File: src/rtl/torus_mesh_vertex_generator_assert.svh
// ----------------------------------------------------------------------------
// Torus mesh vertex generator assertion macros
// Concurrent checks on clk, disabled while arst_n is low.
// ----------------------------------------------------------------------------
`ifndef TORUS_MESH_VERTEX_GENERATOR_ASSERT_SVH
`define TORUS_MESH_VERTEX_GENERATOR_ASSERT_SVH

`ifndef SYNTHESIS
`define TMVG_ASSERT(lbl, prop, msg) \
	lbl: assert property (@(posedge clk) disable iff (!arst_n) (prop)) else $error(msg);
`define TMVG_ASSERT_IMPL(lbl, ante, cons, msg) \
	lbl: assert property (@(posedge clk) disable iff (!arst_n) (ante) |-> (cons)) \
		else $error(msg);
`else
`define TMVG_ASSERT(lbl, prop, msg)
`define TMVG_ASSERT_IMPL(lbl, ante, cons, msg)
`endif

`endif

File: src/rtl/tmvg_pkg.sv
// ----------------------------------------------------------------------------
// tmvg_pkg
// Types, constants and helpers shared by the torus mesh vertex generator.
// ----------------------------------------------------------------------------
package tmvg_pkg;

	localparam int MAX_SEGMENTS_DEF = 256;
	localparam int QUEUE_DEPTH      = 4;

	localparam logic [15:0] RING_RADIUS_RST   = 16'd256;
	localparam logic [15:0] TUBE_RADIUS_RST   = 16'd102;
	localparam logic [8:0]  RADIAL_COUNT_RST  = 9'd12;
	localparam logic [8:0]  TUBULAR_COUNT_RST = 9'd48;
	localparam logic [16:0] SWEEP_ARC_RST     = 17'd65536;
	localparam logic [16:0] FULL_TURN         = 17'd65536;

	typedef enum logic [2:0] {
		REG_RING_RADIUS   = 3'd0,
		REG_TUBE_RADIUS   = 3'd1,
		REG_RADIAL_COUNT  = 3'd2,
		REG_TUBULAR_COUNT = 3'd3,
		REG_SWEEP_ARC     = 3'd4
	} tmvg_reg_t;

	typedef struct packed {
		logic        has_quad;
		logic [16:0] corner_a;
		logic [16:0] corner_b;
	} tmvg_quad_t;

	typedef struct packed {
		logic [24:0] num_u;
		logic [24:0] num_t;
		logic [24:0] num_v;
		logic [8:0]  tub;
		logic [8:0]  rad;
		tmvg_quad_t  quad;
	} tmvg_item_t;

	typedef struct packed {
		logic full;
		logic empty;
	} tmvg_qstat_t;

	typedef struct packed {
		logic [16:0] tex_u;
		logic [16:0] tex_v;
		tmvg_quad_t  quad;
	} tmvg_tex_t;

	typedef struct packed {
		logic [3:0] neg;
		tmvg_tex_t  tex;
	} tmvg_sine_side_t;

	// a / 2^s, rounded half away from zero
	function automatic logic signed [63:0] round_shift(input logic signed [63:0] a,
			input int unsigned s);
		logic [63:0] mag;
		logic [63:0] r;
		mag = a[63] ? 64'(-a) : 64'(a);
		r = (mag + (64'd1 << (s - 1))) >> s;
		return a[63] ? -$signed(r) : $signed(r);
	endfunction

endpackage

File: src/rtl/tmvg_queue.sv
// ----------------------------------------------------------------------------
// tmvg_queue
// Short register queue between the front and the back.
// ----------------------------------------------------------------------------
module tmvg_queue import tmvg_pkg::*; (
	input  logic        clk,
	input  logic        arst_n,
	input  logic        push,
	input  tmvg_item_t  wr_item,
	input  logic        pop,
	output tmvg_item_t  head,
	output tmvg_qstat_t qstat
);

	localparam int PW = $clog2(QUEUE_DEPTH);

	tmvg_item_t                   fifo_q [QUEUE_DEPTH];
	logic [PW-1:0]                wr_ptr_q;
	logic [PW-1:0]                rd_ptr_q;
	logic [PW:0]                  count_q;

	always_ff @(posedge clk or negedge arst_n) begin
		if (!arst_n) begin
			wr_ptr_q <= '0;
			rd_ptr_q <= '0;
			count_q  <= '0;
		end else begin
			if (push) begin
				wr_ptr_q <= wr_ptr_q + 1'b1;
			end
			if (pop) begin
				rd_ptr_q <= rd_ptr_q + 1'b1;
			end
			case ({push, pop})
				2'b10:   count_q <= count_q + 1'b1;
				2'b01:   count_q <= count_q - 1'b1;
				default: count_q <= count_q;
			endcase
		end
	end

	always_ff @(posedge clk) begin
		if (push) begin
			fifo_q[wr_ptr_q] <= wr_item;
		end
	end

	assign head        = fifo_q[rd_ptr_q];
	assign qstat.full  = (count_q == (PW+1)'(QUEUE_DEPTH));
	assign qstat.empty = (count_q == '0);

endmodule

File: config.mk
export PLATFORM = sky130hd
export DESIGN_NAME = tmvg_queue
export DESIGN_NICKNAME = d
export VERILOG_FILES = /design/src/rtl/torus_mesh_vertex_generator_assert.svh /design/src/rtl/tmvg_pkg.sv /design/src/rtl/tmvg_queue.sv
export SDC_FILE = /design/constraint.sdc
export NUM_CORES = 1
export LEC_CHECK = 0
export ABC_AREA = 1
export CAP_MARGIN = 20
export CELL_PAD_IN_SITES_DETAIL_PLACEMENT = 2
export CELL_PAD_IN_SITES_GLOBAL_PLACEMENT = 2
export CORE_ASPECT_RATIO = 1.5
export CORE_MARGIN = 2
export CORE_UTILIZATION = 47
export DETAILED_ROUTE_END_ITERATION = 10
export DONT_BUFFER_PORTS = 1
export PLACE_DENSITY_LB_ADDON = 0.2
export RECOVER_POWER = 100
export SLEW_MARGIN = 10
export SYNTH_ARGS = -nofsm -noshare
export SYNTH_HDL_FRONTEND = slang
export SYNTH_SLANG_ARGS = --single-unit
File: constraint.sdc
create_clock -name clk -period 11 [get_ports clk]
set_input_delay 2.2 -clock clk [delete_from_list [all_inputs] [get_ports clk]]
set_output_delay 2.2 -clock clk [all_outputs]
set_load 0.02 [all_outputs]
==> results of run 1 <==
metal layers:
metal | up-vias | routed length, um | GRT usage
met3 | 87 | 3606 | 0.06698
met1 | 5905 | 18000 | 0.2315
met2 | 274 | 29630 | 0.4474
met4 | 0 | 1685 | 0.07851
met5 | - | 0 | 0
li1 | 5309 | - | -
cell type report:
type	count	area (um2)	share of cell area
sequential	519	15550	0.6920
inverter	270	1021	0.04542
clock inverter	18	183.9	0.008183
clock buffer	68	1318	0.05861
tap	576	720.7	0.03206
multi-input combinational	667	3553	0.1581
timing repair buffer	12	127.6	0.005678
registers in the layout (all words and copies together) (netlist names):
| register | count |
|---|---|
| fifo_q | 512 |
| wr_ptr_q | 2 |
| count_q | 3 |
| rd_ptr_q | 2 |
worst paths after layout:
path                                  start             to  slack, ns  depth (start not counted)
min in group asynchronous            arst_n    rd_ptr_q[0]       1.33                          0
max in group asynchronous            arst_n    wr_ptr_q[1]       9.59                          0
worst min-delay path             count_q[2]     count_q[2]       0.54                          2
worst max-delay path                   push  fifo_q[3][75]       3.44                          3
worst max register to register  wr_ptr_q[0]  fifo_q[1][15]       4.40                          4
worst min register to register   count_q[2]     count_q[2]       0.54                          2
stage by stage:
stage               area (um2)  worst slack, ns  power [W]    util  hold WS, ns
finish                   22480            3.440   0.006541  0.5124       0.5381
global route             22480            2.828   0.006885  0.5124       0.5582
CTS                      22460            5.524   0.006591  0.5119       0.5394
detailed placement       20960            6.123   0.004949  0.4777       0.5232
global placement         20960            6.198   0.004817  0.4777       0.4876
floorplan                20830            5.531   0.004531       -       0.4634
Yosys cell counts:
| master | n | share of area |
|---|---|---|
| edfxtp_1 | 512 | 0.74 |
| nand2_1 | 395 | 0.071 |
| inv_1 | 270 | 0.049 |
| o211ai_1 | 256 | 0.092 |
| buf_6 | 42 | 0.023 |
| buf_2 | 32 | 0.0077 |
| buf_4 | 10 | 0.0036 |
| dfrtp_1 | 7 | 0.0084 |
| ha_1 | 5 | 0.0030 |
| xor2_1 | 3 | 0.0013 |
| clkbuf_1 | 2 | 0.00036 |
| nor3_1 | 2 | 0.00048 |
| o21ai_0 | 2 | 0.00048 |
| fa_1 | 1 | 0.00096 |
| nand3_1 | 1 | 0.00024 |
| nand4_1 | 1 | 0.00030 |
| xnor2_1 | 1 | 0.00042 |
tightest hold or removal path: cells and delay by family (launching register included):
kind,cells,cell delay [ns]
flops,1,0.38
simple gates,2,0.12
kinds of logic after synthesis:
family,count (synthesis),synth area share
flip-flops,519,0.7464
adder cells (fa/ha/maj),6,0.003964
buffers and inverters,356,0.08300
AO/OA/AOI/OAI,258,0.09273
XOR/XNOR,4,0.001682
AND/OR/NAND/NOR,399,0.07219
power groups by stage:
stage	clock, W	sequential, W	combinational (W)
after floorplan	0	0.00273	0.00180
after global placement	0	0.00279	0.00203
after detailed placement	0	0.00283	0.00211
after CTS	0.00166	0.00280	0.00213
after global routing	0.00172	0.00287	0.00229
final	0.00162	0.00283	0.00209
==> metrics.yaml, run 1 <==
clock_network:
  cts_buffer_depth: 3
  path_clk_slew_ns: 0.06
  numCtsBuffers: 48
  cts.sinks: 519
  clockRootBuffer: "clkbuf_16"
  cts_tree: "done"
  cts_hold_buf: 0
  htree_levels: 2
  cts_resized: 0
  postCtsSetupRepairBufs: 0
  clk_latency_ns: 0.57
sta:
  fin_crit_ns: 7.560
  rsz0062_at_grt: "no"
  setup_tns_ns: 0
  max_slew.worst_pin.slew_ns: 4.134
  hold_violations: 0
  max-slew-margin-rel: -1.771
  fmax_ghz: 0.1323
  period_share: 0.6873
  slew_violations: 529
  fin_skew_ns: 0.01590
  setup_viol_count_final: 0
detailed_routing:
  drt_iter0_drc: 750
  wire_per_inst_um: 24.84
  vias_per_cell: 5.434
  routed_wl_um: 52920
  ant_nets: 0
  vias: 11580
  first_pass_iters: 5
  remaining_drc_errors: 0
final_layout:
  nets: 1656
  final_common_cell: "edfxtp_1"
  fin_cells: 2130
  mostFrequentLayoutCells: "edfxtp_1 (512), nand2_1 (395), inv_1 (265)"
  final_layout_size_suffix_gt1_frac: 0.05019
  fillCellCount: 4113
  area_growth_pct: 7.898
  n_antenna_cell: 0
pwr:
  power_frac_clock: 0.248
  powerDensity_mw_per_mm2: 291.0
  vdd_ir_drop_max_uv: 226.9
  pwr-share-comb: 0.319
  swShare: 0.3897
  p_int_w: 0.003992
  p_leak_nw: 8.414
  p_switching_w: 0.002549
  seq_power_share: 0.433
worst_setup_path:
  end_kind: "flop"
  crit_type: "primary input to flop"
  worstPathMaxFanout: 69
  cp.required_ns: 10.71
  path_cells: "nand2_1 > clkinvlp_2 > clkbuf_1"
  startpoint_type: "primary input"
  cpLargestDelayFamily: "buffers and inverters"
  cp_slowest_stage_delay_ns: 2.75
  arrival_ns: 7.27
  path_buf_inv: 2
  crit_slowest_cell: "clkinvlp_2"
grt:
  overflow: 0
  antenna_found_initial: 0
  track_usage: 0.2299
  grt_pass1_wl_um: 79160
  grt_pass1_vias: 13300
  grt_max_degree: 207
floorplan:
  io_pins: 262
  initial_core_util: 0.4749
  design.core.area_mm2: 0.04387
  placementRows: 94
  die_h_um: 261.9
  dieArea_mm2: 0.04606
  die_x_um: 175.9
synthesis:
  yosysSeqAreaShare: 0.7464
  ys_warn_count: 0
  synthCells: 1542
  synth_cell_types: 17
  syn_area_mm2: 0.02083
  synth.avg_cell_area_um2: 13.51
  synthesis.nets: 1680
  ys_ff_latch: 519
placement:
  gp_congestion: 0.7050
  dp_cells: 2042
  portBuffers: 0
  hpwl_um: 32520
status:
  violations: "max-capacitance violations, max-slew violations"
  status: "finished with violations"
hold_path:
  hold_class: "flop to flop"
job:
  maxCapViolCount: 8
(Power assumes the default switching activity.)
==> run 2, diff against run 1 <==
CORE_UTILIZATION = 44   (was 47)
clock period = 7.8 ns   (was 11 ns; I/O delays follow)
==> run 2 against run 1 <==
  * Setup slack worse by 1.6 ns
  * The flow still finishes with violations (max-capacitance violations, max-slew violations)
  * Critical path depth unchanged
  * Core utilization down 3.0 points
  * Global-route usage down 1.4 points
  * Register-to-register slack worse by 2.3 ns
  * Hold slack worse by 0.0069 ns
  * Design area up 0.33%
  * Critical endpoint is now fifo_q[0][112]
  * Sequential power up 40%
  * Largest power group unchanged
==> metrics.yaml, run 2 (synthesized netlist as in run 1, its figures left out) <==
clock_network:
  cts_tree: "done"
  cts.sinks: 519
  cts_buffer_depth: 3
  path_clk_slew_ns: 0.07
  cts_resized: 0
  postCtsSetupRepairBufs: 0
  cts_hold_buf: 0
  clockRootBuffer: "clkbuf_16"
  htree_levels: 2
  numCtsBuffers: 49
  clk_latency_ns: 0.57
floorplan:
  io_pins: 262
  die_h_um: 270.5
  design.core.area_mm2: 0.04673
  initial_core_util: 0.4458
  die_x_um: 181.7
  placementRows: 97
  dieArea_mm2: 0.04914
sta:
  fin_crit_ns: 5.922
  rsz0062_at_grt: "no"
  max-slew-margin-rel: -1.547
  setup_tns_ns: 0
  setup_viol_count_final: 0
  max_slew.worst_pin.slew_ns: 3.799
  fin_skew_ns: 0.009472
  fmax_ghz: 0.1689
  slew_violations: 380
  period_share: 0.7592
  hold_violations: 0
  hold_slack_ns: 0.5311
detailed_routing:
  drt_iter0_drc: 546
  vias_per_cell: 5.371
  remaining_drc_errors: 0
  routed_wl_um: 52760
  wire_per_inst_um: 24.53
  ant_nets: 0
  vias: 11550
  first_pass_iters: 5
final_layout:
  area_growth_pct: 8.258
  n_antenna_cell: 0
  final_common_cell: "edfxtp_1"
  mostFrequentLayoutCells: "edfxtp_1 (512), nand2_1 (395), inv_1 (265)"
  regMostFlops: "fifo_q"
  top_regs: "fifo_q: 512 flops, count_q: 3 flops"
  final_layout_size_suffix_gt1_frac: 0.05010
  nets: 1655
  largest_register_ffs: 512
  regArea_mm2: 0.01555
  fillCellCount: 4462
  multi_input_area_mm2: 0.003553
grt:
  grtUsageMet1: 0.2236
  track_usage: 0.2163
  grt_max_degree: 237
  antenna_found_initial: 0
  overflow: 0
  use_met3: 0.05505
  grt.busiest_layer: "met2"
  grt_pass1_wl_um: 79580
  grt_use_met2: 0.4156
  grt_pass1_vias: 13050
pwr:
  p_leak_nw: 8.437
  vdd_ir_drop_max_uv: 218.1
  powerDensity_mw_per_mm2: 409.3
worst_setup_path:
  setup.worst_path.start: "push"
  arrival_ns: 5.81
  cp.required_ns: 7.69
  r2r-start: "wr_ptr_q[0]"
  crit_type: "primary input to flop"
  startpoint_type: "primary input"
  rrSetupSlack_ns: 2.14
  worstPathMaxFanout: 68
  end_kind: "flop"
  rr_endpoint: "fifo_q[0][112]"
  reg2reg_depth: 5
status:
  status: "finished with violations"
  violations: "max-capacitance violations, max-slew violations"
hold_path:
  hold_depth: 2
  worstHoldStart: "count_q[2]"
  hold_class: "flop to flop"
  hold-path-endpoint: "count_q[2]"
placement:
  portBuffers: 0
  gp_congestion: 0.7623
  hpwl_um: 33460
job:
  maxCapViolCount: 6
[run 2: cell count changes in the layout (fill, tap and decap cells not counted)]
cell        before  now
clkbuf_8         2    0
buf_16           2    1
bufinv_16        4    5
clkbuf_1        21   16
clkinvlp_4       0    2
clkinvlp_2       4    2
clkinv_2         9    5
clkbuf_2         0    1
clkinv_1         5   13
inv_6            0    3
clkbuf_16       49   51
[run 2: through the flow]
step	util	std cells	total power (W)	instance area, um2	worst slack [ns]
2_1_floorplan	-	1542	0.006390	20830	2.971
3_3_place_gp	0.4488	2059	0.006822	20970	3.351
3_5_place_dp	0.4488	2059	0.006967	20970	3.290
4_1_cts	0.4825	2150	0.009356	22550	2.635
5_1_grt	0.4827	2151	0.009726	22550	1.335
6_report	0.4827	2151	0.009230	22550	1.878
[run 2: per-layer routing]
layer  vias to the layer above  wire, um
met4                         0      1814
met2                       264     29180
li1                       5309         -
met5                         -         0
met3                        92      3064
met1                      5888     18700
[run 2: critical path, stage by stage]
cell	delay [ns]
nand2_1	0.05
clkinvlp_2	2.39
clkbuf_2	1.70
[run 2: worst max-delay path by stage]
| stage | endpoint | slack [ns] | cells past startpoint |
|---|---|---|---|
| after floorplan | fifo_q[0][0] | 2.97 | 3 |
| after global placement | head[92] | 3.35 | 4 |
| after detailed placement | head[78] | 3.29 | 4 |
| after CTS | head[68] | 2.63 | 4 |
| after global routing | fifo_q[0][112] | 1.33 | 3 |
| final | fifo_q[0][112] | 1.88 | 3 |
[run 2: cell type report]
| class | instances | area share |
|---|---|---|
| flip-flops and latches | 519 | 0.6897 |
| clock inverters | 26 | 0.01098 |
| multi-input cells | 667 | 0.1576 |
| inverters | 270 | 0.04560 |
| repair buffers | 10 | 0.004327 |
| well taps | 594 | 0.03295 |
| clock buffers | 65 | 0.05892 |
[run 2: power by group]
group	switching [W]	internal, W	leakage (nW)
Clock	0.00101	0.00136	0.760
Sequential	0.000265	0.00369	4.78
Combinational	0.00232	0.000590	2.89
