**src/rtl/torus_mesh_vertex_generator_assert.svh**
```systemverilog
// ----------------------------------------------------------------------------
// Torus mesh vertex generator assertion macros
// Concurrent checks on clk, disabled while arst_n is low.
// ----------------------------------------------------------------------------
`ifndef TORUS_MESH_VERTEX_GENERATOR_ASSERT_SVH
`define TORUS_MESH_VERTEX_GENERATOR_ASSERT_SVH

`ifndef SYNTHESIS
`define TMVG_ASSERT(lbl, prop, msg) \
	lbl: assert property (@(posedge clk) disable iff (!arst_n) (prop)) else $error(msg);
`define TMVG_ASSERT_IMPL(lbl, ante, cons, msg) \
	lbl: assert property (@(posedge clk) disable iff (!arst_n) (ante) |-> (cons)) \
		else $error(msg);
`else
`define TMVG_ASSERT(lbl, prop, msg)
`define TMVG_ASSERT_IMPL(lbl, ante, cons, msg)
`endif

`endif

```
**src/rtl/tmvg_pkg.sv**
```systemverilog
// ----------------------------------------------------------------------------
// tmvg_pkg
// Types, constants and helpers shared by the torus mesh vertex generator.
// ----------------------------------------------------------------------------
package tmvg_pkg;

	localparam int MAX_SEGMENTS_DEF = 256;
	localparam int QUEUE_DEPTH      = 4;

	localparam logic [15:0] RING_RADIUS_RST   = 16'd256;
	localparam logic [15:0] TUBE_RADIUS_RST   = 16'd102;
	localparam logic [8:0]  RADIAL_COUNT_RST  = 9'd12;
	localparam logic [8:0]  TUBULAR_COUNT_RST = 9'd48;
	localparam logic [16:0] SWEEP_ARC_RST     = 17'd65536;
	localparam logic [16:0] FULL_TURN         = 17'd65536;

	typedef enum logic [2:0] {
		REG_RING_RADIUS   = 3'd0,
		REG_TUBE_RADIUS   = 3'd1,
		REG_RADIAL_COUNT  = 3'd2,
		REG_TUBULAR_COUNT = 3'd3,
		REG_SWEEP_ARC     = 3'd4
	} tmvg_reg_t;

	typedef struct packed {
		logic        has_quad;
		logic [16:0] corner_a;
		logic [16:0] corner_b;
	} tmvg_quad_t;

	typedef struct packed {
		logic [24:0] num_u;
		logic [24:0] num_t;
		logic [24:0] num_v;
		logic [8:0]  tub;
		logic [8:0]  rad;
		tmvg_quad_t  quad;
	} tmvg_item_t;

	typedef struct packed {
		logic full;
		logic empty;
	} tmvg_qstat_t;

	typedef struct packed {
		logic [16:0] tex_u;
		logic [16:0] tex_v;
		tmvg_quad_t  quad;
	} tmvg_tex_t;

	typedef struct packed {
		logic [3:0] neg;
		tmvg_tex_t  tex;
	} tmvg_sine_side_t;

	// a / 2^s, rounded half away from zero
	function automatic logic signed [63:0] round_shift(input logic signed [63:0] a,
			input int unsigned s);
		logic [63:0] mag;
		logic [63:0] r;
		mag = a[63] ? 64'(-a) : 64'(a);
		r = (mag + (64'd1 << (s - 1))) >> s;
		return a[63] ? -$signed(r) : $signed(r);
	endfunction

endpackage

```
**src/rtl/tmvg_front.sv**
```systemverilog
// ----------------------------------------------------------------------------
// tmvg_front
// Accepts grid points, clamps steps and counts, forms the divider
// numerators and the quad corner indices.
// ----------------------------------------------------------------------------
module tmvg_front import tmvg_pkg::*; #(
	parameter int MAX_SEGMENTS = MAX_SEGMENTS_DEF
) (
	input  logic        in_valid,
	output logic        in_stall,
	input  logic [8:0]  step_along,
	input  logic [8:0]  step_around,
	input  logic [8:0]  radial_count,
	input  logic [8:0]  tubular_count,
	input  logic [16:0] sweep_arc,
	input  tmvg_qstat_t qstat,
	output logic        push,
	output tmvg_item_t  item
);

	logic [8:0]  rad;
	logic [8:0]  tub;
	logic [16:0] arc;
	logic [8:0]  i_cl;
	logic [8:0]  j_cl;
	logic [25:0] prod_u;
	logic [9:0]  row_len;
	logic [18:0] row_base;
	logic [16:0] corner_a;

	always_comb begin
		if (radial_count == '0) begin
			rad = 9'd1;
		end else if (int'(radial_count) > MAX_SEGMENTS) begin
			rad = 9'(MAX_SEGMENTS);
		end else begin
			rad = radial_count;
		end
		if (tubular_count == '0) begin
			tub = 9'd1;
		end else if (int'(tubular_count) > MAX_SEGMENTS) begin
			tub = 9'(MAX_SEGMENTS);
		end else begin
			tub = tubular_count;
		end
		if (sweep_arc == '0) begin
			arc = 17'd1;
		end else if (sweep_arc > FULL_TURN) begin
			arc = FULL_TURN;
		end else begin
			arc = sweep_arc;
		end
	end

	assign i_cl = (step_along > tub) ? tub : step_along;
	assign j_cl = (step_around > rad) ? rad : step_around;

	assign prod_u   = i_cl * arc;
	assign row_len  = 10'(tub) + 10'd1;
	assign row_base = row_len * j_cl;
	assign corner_a = 17'(row_base + 19'(i_cl) - 19'd1);

	always_comb begin
		item.num_u = 25'(prod_u) + 25'(tub >> 1);
		item.num_t = {i_cl, 16'b0} + 25'(tub >> 1);
		item.num_v = {j_cl, 16'b0} + 25'(rad >> 1);
		item.tub   = tub;
		item.rad   = rad;
		if (i_cl != '0 && j_cl != '0) begin
			item.quad.has_quad = 1'b1;
			item.quad.corner_a = corner_a;
			item.quad.corner_b = corner_a - 17'(row_len);
		end else begin
			item.quad = '0;
		end
	end

	assign in_stall = qstat.full;
	assign push     = in_valid && !qstat.full;

endmodule

```
**config.mk**
```make
export PLATFORM = sky130hd
export DESIGN_NAME = tmvg_front
export DESIGN_NICKNAME = d
export VERILOG_FILES = /design/src/rtl/torus_mesh_vertex_generator_assert.svh /design/src/rtl/tmvg_pkg.sv /design/src/rtl/tmvg_front.sv
export SDC_FILE = /design/constraint.sdc
export NUM_CORES = 1
export LEC_CHECK = 0
export BUFFER_PORTS_ARGS = -buffer_cell sky130_fd_sc_hd__clkbuf_2
export CAP_MARGIN = 0
export CELL_PAD_IN_SITES_DETAIL_PLACEMENT = 0
export CELL_PAD_IN_SITES_GLOBAL_PLACEMENT = 1
export CORE_MARGIN = 2
export CORE_UTILIZATION = 30
export DETAILED_ROUTE_END_ITERATION = 12
export MAX_ROUTING_LAYER = met4
export PLACE_DENSITY = 0.63
export SYNTH_ARGS = -nofsm -noshare
export SYNTH_HDL_FRONTEND = slang
export SYNTH_SLANG_ARGS = --single-unit
```
**constraint.sdc**
```tcl
create_clock -name vclk -period 30
set_input_delay 6 -clock vclk [all_inputs]
set_output_delay 6 -clock vclk [all_outputs]
set_load 0.01 [all_outputs]
```
==> results.tsv, run 1 <==
metric	value	unit
ANT cells	0	
post-layout min period	20.36	ns
WL per Instance	15.1	microns
clkbuf count	0	
Seq cells	0	
xor and xnor area share after synthesis	0.0515	
min-delay src	qstat[1]	
Max-slew headroom	0.277	
Congestion Overflow GR	0	
DIE HEIGHT	188	microns
P&R area growth vs syn	12.0	%
cell row count	67	
Slew Viols, Final	0	
synthesized instance count	1270	
Synth Cell Area	10200	sq um
Routability Congestion	0.840	
pre-CTS WS	9.59	ns
Hold Crit Depth	2	
final hold vios	0	
Synth Area in Compound Gates	0.0858	
dpl hpwl	24500	microns
Via-to-Cell Ratio	4.64	
worst setup path class	in2out	
Slowest-stage cell, CP	mux2i_1	
global-route wire length before repair	46600	microns
antenna violations before repair	0	
Max Freq	49.1	MHz
initial cell density of the core	0.304	
Die W	188	microns
# setup viols final	0	
largest family of logic cells by synthesized area	adder cells	
startpoint types	input pin	
crit path DAT	14.36	ns
RSZ-0062 raised after global routing	no	
CP Data Required Time	24.00	ns
vias in the first global route	8879	
Avg Inst Size Synth	8.04	sq um
drt pass-1 iters	4	
post-synth cell types	63	
TNS Setup	0	ns
status	completed	
Final nets	1787	
Hold Path End	in_stall	
Filler cells	3649	
Yosys top cell area share	0.353	
Post-DRT Antenna Nets	0	
final period utilization	0.679	
Synth area leaders	fa_1 35%, ha_1 17%, inv_1 9.3%	
actual slew at the worst max-slew pin	1.08	ns
Post-Synth Simple-Gate Area	0.189	
Reg area	0	sq um
vias	8615	
Final Util	0.341	
Core Region	33500	sq um
Tightest Hold Check Type	in2out	
synth cell count leaders	254 x inv_1, 184 x nand2_1, 180 x fa_1	
post-cts sizing count	0	
Total GRT Usage	0.167	
Setup WS post-layout	9.64	ns
largest net degree at the start of global routing	34	
Crit path largest cell delay	0.69	ns
Max FO, Critical Path	9	
layout cell share with drive strength beyond 1	0.153	
adder-cell share of the synthesized area	0.525	
Buf/Inv on CP	8	
hold bufs inserted after CTS	0	
mux cell area share after synthesis	0.0179	
family with the most delay on the worst path	adder cells	
Total Die Area	35500	sq um
DR DRC count	0	
Max-cap violations	0	
post-synthesis sequential area ratio	0	
Worst Setup SP	radial_count[8]	
most frequent cell after synthesis	inv_1	
1st-iter DRT viols	344	
final WL	28000	microns
Setup Fix Bufs, Post-CTS	0	
Buffers on Ports	169	
# IOs	186	
Critical Path Sink Type	primary output	
crit-path most repeated cell	inv_1	
YS warnings	0	
dominant cell type by area after synthesis	fa_1	
logic make-up (layout without fill, tap and decap cells):
logic type               after synthesis  count (layout)
XOR/XNOR                              60              60
other                                  2              24
adder cells (fa/ha/maj)              320             320
AO/OA/AOI/OAI                        126             126
AND/OR/NAND/NOR                      424             424
multiplexers                          17              17
buffers and inverters                321             438
per-stage QoR:
stage,hold slack (ns),instance area (sq um),std cells
after floorplan,12.05,10300,1292
after global placement,12.20,11400,1857
after detailed placement,12.21,11400,1857
after CTS,12.21,11400,1857
after global routing,12.22,11400,1857
final,12.20,11400,1857
layer usage:
| metal | routed length, microns | global-route usage |
|---|---|---|
| met5 | 0 | - |
| met4 | 316 | 0.0141 |
| met3 | 907 | 0.00466 |
| met2 | 13400 | 0.282 |
| met1 | 13400 | 0.232 |
final cells by class:
cell class | instances | area [sq um] | area share
inverters | 256 | 961 | 0.0840
multi-input cells | 971 | 8970 | 0.784
repair buffers | 182 | 943 | 0.0825
well taps | 448 | 561 | 0.0490
how the worst max path moves through the flow:
stage	endpoint	cells past startpoint
2_1_floorplan	item[16]	32
3_3_place_gp	item[16]	35
3_5_place_dp	item[16]	35
4_1_cts	item[16]	35
5_1_grt	item[12]	34
6_report	item[16]	35
cells in the final DEF (no fill, tap or decap), types with 15 or more instances in the layout:
cell type	instances
a21o_1	16
a21oi_1	40
and2_1	26
clkbuf_2	169
conb_1	24
fa_1	180
ha_1	140
inv_1	254
nand2_1	184
nor2_1	107
nor2b_1	40
nor3_1	15
xnor2_1	46
Power of run 1 is left out: the tool's default activity adds up to more than one toggle a clock period on the data nets, which glitch-free logic cannot reach.
==> run 2: changes to the inputs <==
==> constraint.sdc (replaced) <==
create_clock -name vclk -period 20.6
set_input_delay 4.12 -clock vclk [all_inputs]
set_output_delay 4.12 -clock vclk [all_outputs]
set_load 0.01 [all_outputs]
==> run 2 against run 1 <==
Global-route usage about the same. Critical path depth stayed put. Final cell count did not move. Clock-buffer cell count unchanged.
==> results.tsv, run 2 (same netlist as run 1, synthesis figures left out) <==
metric	value	unit	change
Buffers on Ports	169		unchanged
Routability Congestion	0.837		-0.35%
commonest non-fill, non-tap cell in the layout	inv_1		
ANT cells	0		unchanged
Max-slew headroom	0.253		-0.0231
status	completed		
Slowest-stage cell, CP	mux2i_1		
# IOs	186		unchanged
min-delay src	qstat[1]		
family with the most delay on the worst path	adder cells		
worst setup path class	in2out		
clkbuf count	0		unchanged
most frequent cells in the layout	254 x inv_1, 184 x nand2_1, 180 x fa_1, 169 x clkbuf_2, 140 x ha_1		
actual slew at the worst max-slew pin	1.12	ns	+0.0347 ns
Post-DRT Antenna Nets	0		unchanged
Final Util	0.341		unchanged
Total Die Area	35500	sq um	unchanged
final hold vios	0		unchanged
layout cell share with drive strength beyond 1	0.153		unchanged
Seq cells	0		unchanged
dpl hpwl	24600	microns	+0.34%
Core Region	33500	sq um	unchanged
vias in the first global route	8930		+0.57%
Crit path largest cell delay	0.72	ns	+0.03 ns
DR DRC count	0		unchanged
Reg area	0	sq um	unchanged
Die W	188	microns	unchanged
final WL	28100	microns	+0.30%
WL per Instance	15.1	microns	+0.30%
Filler cells	3655		+0.16%
crit-path most repeated cell	inv_1		
Setup Fix Bufs, Post-CTS	0		unchanged
Via-to-Cell Ratio	4.63		about the same
drt pass-1 iters	4		unchanged
antenna violations before repair	0		unchanged
largest net degree at the start of global routing	34		unchanged
Slew Viols, Final	0		unchanged
Max FO, Critical Path	9		unchanged
CP Data Required Time	16.48	ns	-7.52 ns
RSZ-0062 raised after global routing	no		
P&R area growth vs syn	12.0	%	unchanged
Congestion Overflow GR	0		unchanged
startpoint types	input pin		
initial cell density of the core	0.304		unchanged
hold bufs inserted after CTS	0		unchanged
1st-iter DRT viols	268		-22%
DIE HEIGHT	188	microns	unchanged
vias	8607		-0.093%
post-cts sizing count	0		unchanged
global-route wire length before repair	46700	microns	+0.15%
cell row count	67		unchanged
Max Freq	60.3	MHz	
# setup viols final	0		unchanged
post-layout min period	16.57	ns	
Max-cap violations	0		unchanged
Final nets	1787		unchanged
final period utilization	0.804		
TNS Setup	0	ns	unchanged
Total GRT Usage	0.166		-0.000171
Tightest Hold Check Type	in2out		
Buf/Inv on CP	8		unchanged
Worst Setup SP	radial_count[8]		
crit path DAT	12.45	ns	-1.91 ns
Critical Path Sink Type	primary output		
-- run 2: final cells by class --
cell class                      instances  area (sq um)  share of cell area
Tap cell                              448           561              0.0490
Inverter                              256           961              0.0840
Multi-Input combinational cell        971          8970               0.784
Timing Repair Buffer                  182           943              0.0825
-- run 2: final timing paths --
kind        to  slack, ns  cells after the start
max   item[16]       4.03                     35
min   in_stall       8.44                      2
-- run 2: metal layers --
layer | routed length [microns] | part of all wire | track usage
met1 | 13300 | 0.47 | 0.230
met2 | 13500 | 0.48 | 0.285
met3 | 1070 | 0.038 | 0.00671
met4 | 238 | 0.0085 | 0.0102
met5 | 0 | 0 | -
-- run 2: metrics by stage --
step                      hold slack (ns)  area (sq um)  setup slack, ns  std cells
after floorplan                      8.29         10300             5.12       1292
after global placement               8.44         11400             3.91       1857
after detailed placement             8.45         11400             3.96       1857
after CTS                            8.45         11400             3.92       1857
after global routing                 8.45         11400             3.42       1857
final                                8.44         11400             4.03       1857
Power of run 2 is left out for the same reason.
==> run 3: changes to the inputs <==
==> constraint.sdc (replaced) <==
create_clock -name vclk -period 15.3
set_input_delay 3.06 -clock vclk [all_inputs]
set_output_delay 3.06 -clock vclk [all_outputs]
set_load 0.01 [all_outputs]
==> run 3 against run 2 <==
Final cell count increased by 0.22%. Die area unchanged. Routed wire length increased by 0.13%. Via count increased by 0.29%. Flip-flop and latch count unchanged. Worst setup slack got worse by 2.9 ns. Global-route usage increased by 0.23 points. Utilization increased by 0.090 points. Critical path depth decreased by 1.
==> results.tsv, run 3 (same netlist as run 1, synthesis figures left out) <==
metric	value	unit	change
Total GRT Usage	0.169		+0.00234
Critical Path Sink Type	primary output		
Final nets	1791		+0.22%
startpoint types	input pin		
Via-to-Cell Ratio	4.64		about the same
Hold WS	6.33	ns	-2.12 ns
most frequent cells in the layout	254 x inv_1, 184 x nand2_1, 180 x fa_1, 169 x clkbuf_2, 140 x ha_1		
Total Die Area	35500	sq um	unchanged
Buffers on Ports	169		unchanged
Slowest-stage cell, CP	fa_1		
Die W	188	microns	unchanged
layout cell share with drive strength beyond 1	0.156		+0.00240
vias in the first global route	9161		+2.6%
final hold vios	0		unchanged
Congestion Overflow GR	0		unchanged
final period utilization	0.926		
ANT cells	0		unchanged
hold bufs inserted after CTS	0		unchanged
DIE HEIGHT	188	microns	unchanged
# IOs	186		unchanged
dpl hpwl	24700	microns	+0.48%
status	completed		
# setup viols final	0		unchanged
Max FO, Critical Path	10		+1
Slew Viols, Final	0		unchanged
Max-slew headroom	0.238		-0.0152
actual slew at the worst max-slew pin	1.14	ns	+0.0228 ns
post-layout min period	14.16	ns	
Filler cells	3699		+1.2%
1st-iter DRT viols	345		+29%
cell row count	67		unchanged
Setup Fix Bufs, Post-CTS	0		unchanged
Reg area	0	sq um	unchanged
TNS Setup	0	ns	unchanged
final WL	28100	microns	+0.13%
drt pass-1 iters	5		+1
Core Region	33500	sq um	unchanged
Seq cells	0		unchanged
Crit path largest cell delay	0.56	ns	-0.16 ns
global-route wire length before repair	47400	microns	+1.5%
Max Freq	70.6	MHz	
antenna violations before repair	0		unchanged
vias	8632		+0.29%
crit path DAT	11.10	ns	-1.35 ns
Max-cap violations	0		unchanged
CP Data Required Time	12.24	ns	-4.24 ns
P&R area growth vs syn	12.3	%	
Tightest Hold Check Type	in2out		
initial cell density of the core	0.304		unchanged
Routability Congestion	0.841		+0.50%
Post-DRT Antenna Nets	0		unchanged
commonest non-fill, non-tap cell in the layout	inv_1		
post-cts sizing count	0		unchanged
DR DRC count	0		unchanged
RSZ-0062 raised after global routing	no		
largest net degree at the start of global routing	34		unchanged
worst setup path class	in2out		
WL per Instance	15.1	microns	about the same
clkbuf count	0		unchanged
run 3: changes by cell type in the layout (fill, tap and decap cells not counted):
cell | before | now
buf_4 | 13 | 17
run 3: final cells by class:
cell class / instances / area [sq um] / share of cell area
Multi-Input combinational cell: 971 / 8970 / 0.782
Timing Repair Buffer: 186 / 973 / 0.0849
Tap cell: 448 / 561 / 0.0489
Inverter: 256 / 961 / 0.0838
run 3: per-stage QoR:
stage                      util  cell area [sq um]  setup slack [ns]  std cells
after floorplan               -              10300              1.94       1292
after global placement    0.342              11500              1.16       1861
after detailed placement  0.342              11500              1.12       1861
after CTS                 0.342              11500              1.10       1861
after global routing      0.342              11500             0.626       1861
final                     0.342              11500              1.14       1861
run 3: path summary, 6_finish.rpt:
| check | start | to | slack, ns | depth (start not counted) |
|---|---|---|---|---|
| worst max-delay path | radial_count[8] | item[16] | 1.14 | 34 |
| worst min-delay path | qstat[1] | in_stall | 6.33 | 2 |
run 3: critical path, delay by kind of cell:
| family | cells | cell delay (ns) |
|---|---|---|
| adder cells (fa/ha/maj) | 8 | 3.37 |
| AND/OR/NAND/NOR | 11 | 2.25 |
| AO/OA/AOI/OAI | 5 | 0.93 |
| buffers and inverters | 7 | 0.66 |
| multiplexers | 1 | 0.51 |
| XOR/XNOR | 2 | 0.30 |
run 3: metal layers:
| layer | GRT usage | share of wire |
|---|---|---|
| met5 | - | 0 |
| met4 | 0.00451 | 0.0012 |
| met3 | 0.00447 | 0.028 |
| met2 | 0.294 | 0.49 |
| met1 | 0.232 | 0.48 |
Power of run 3 is left out for the same reason.
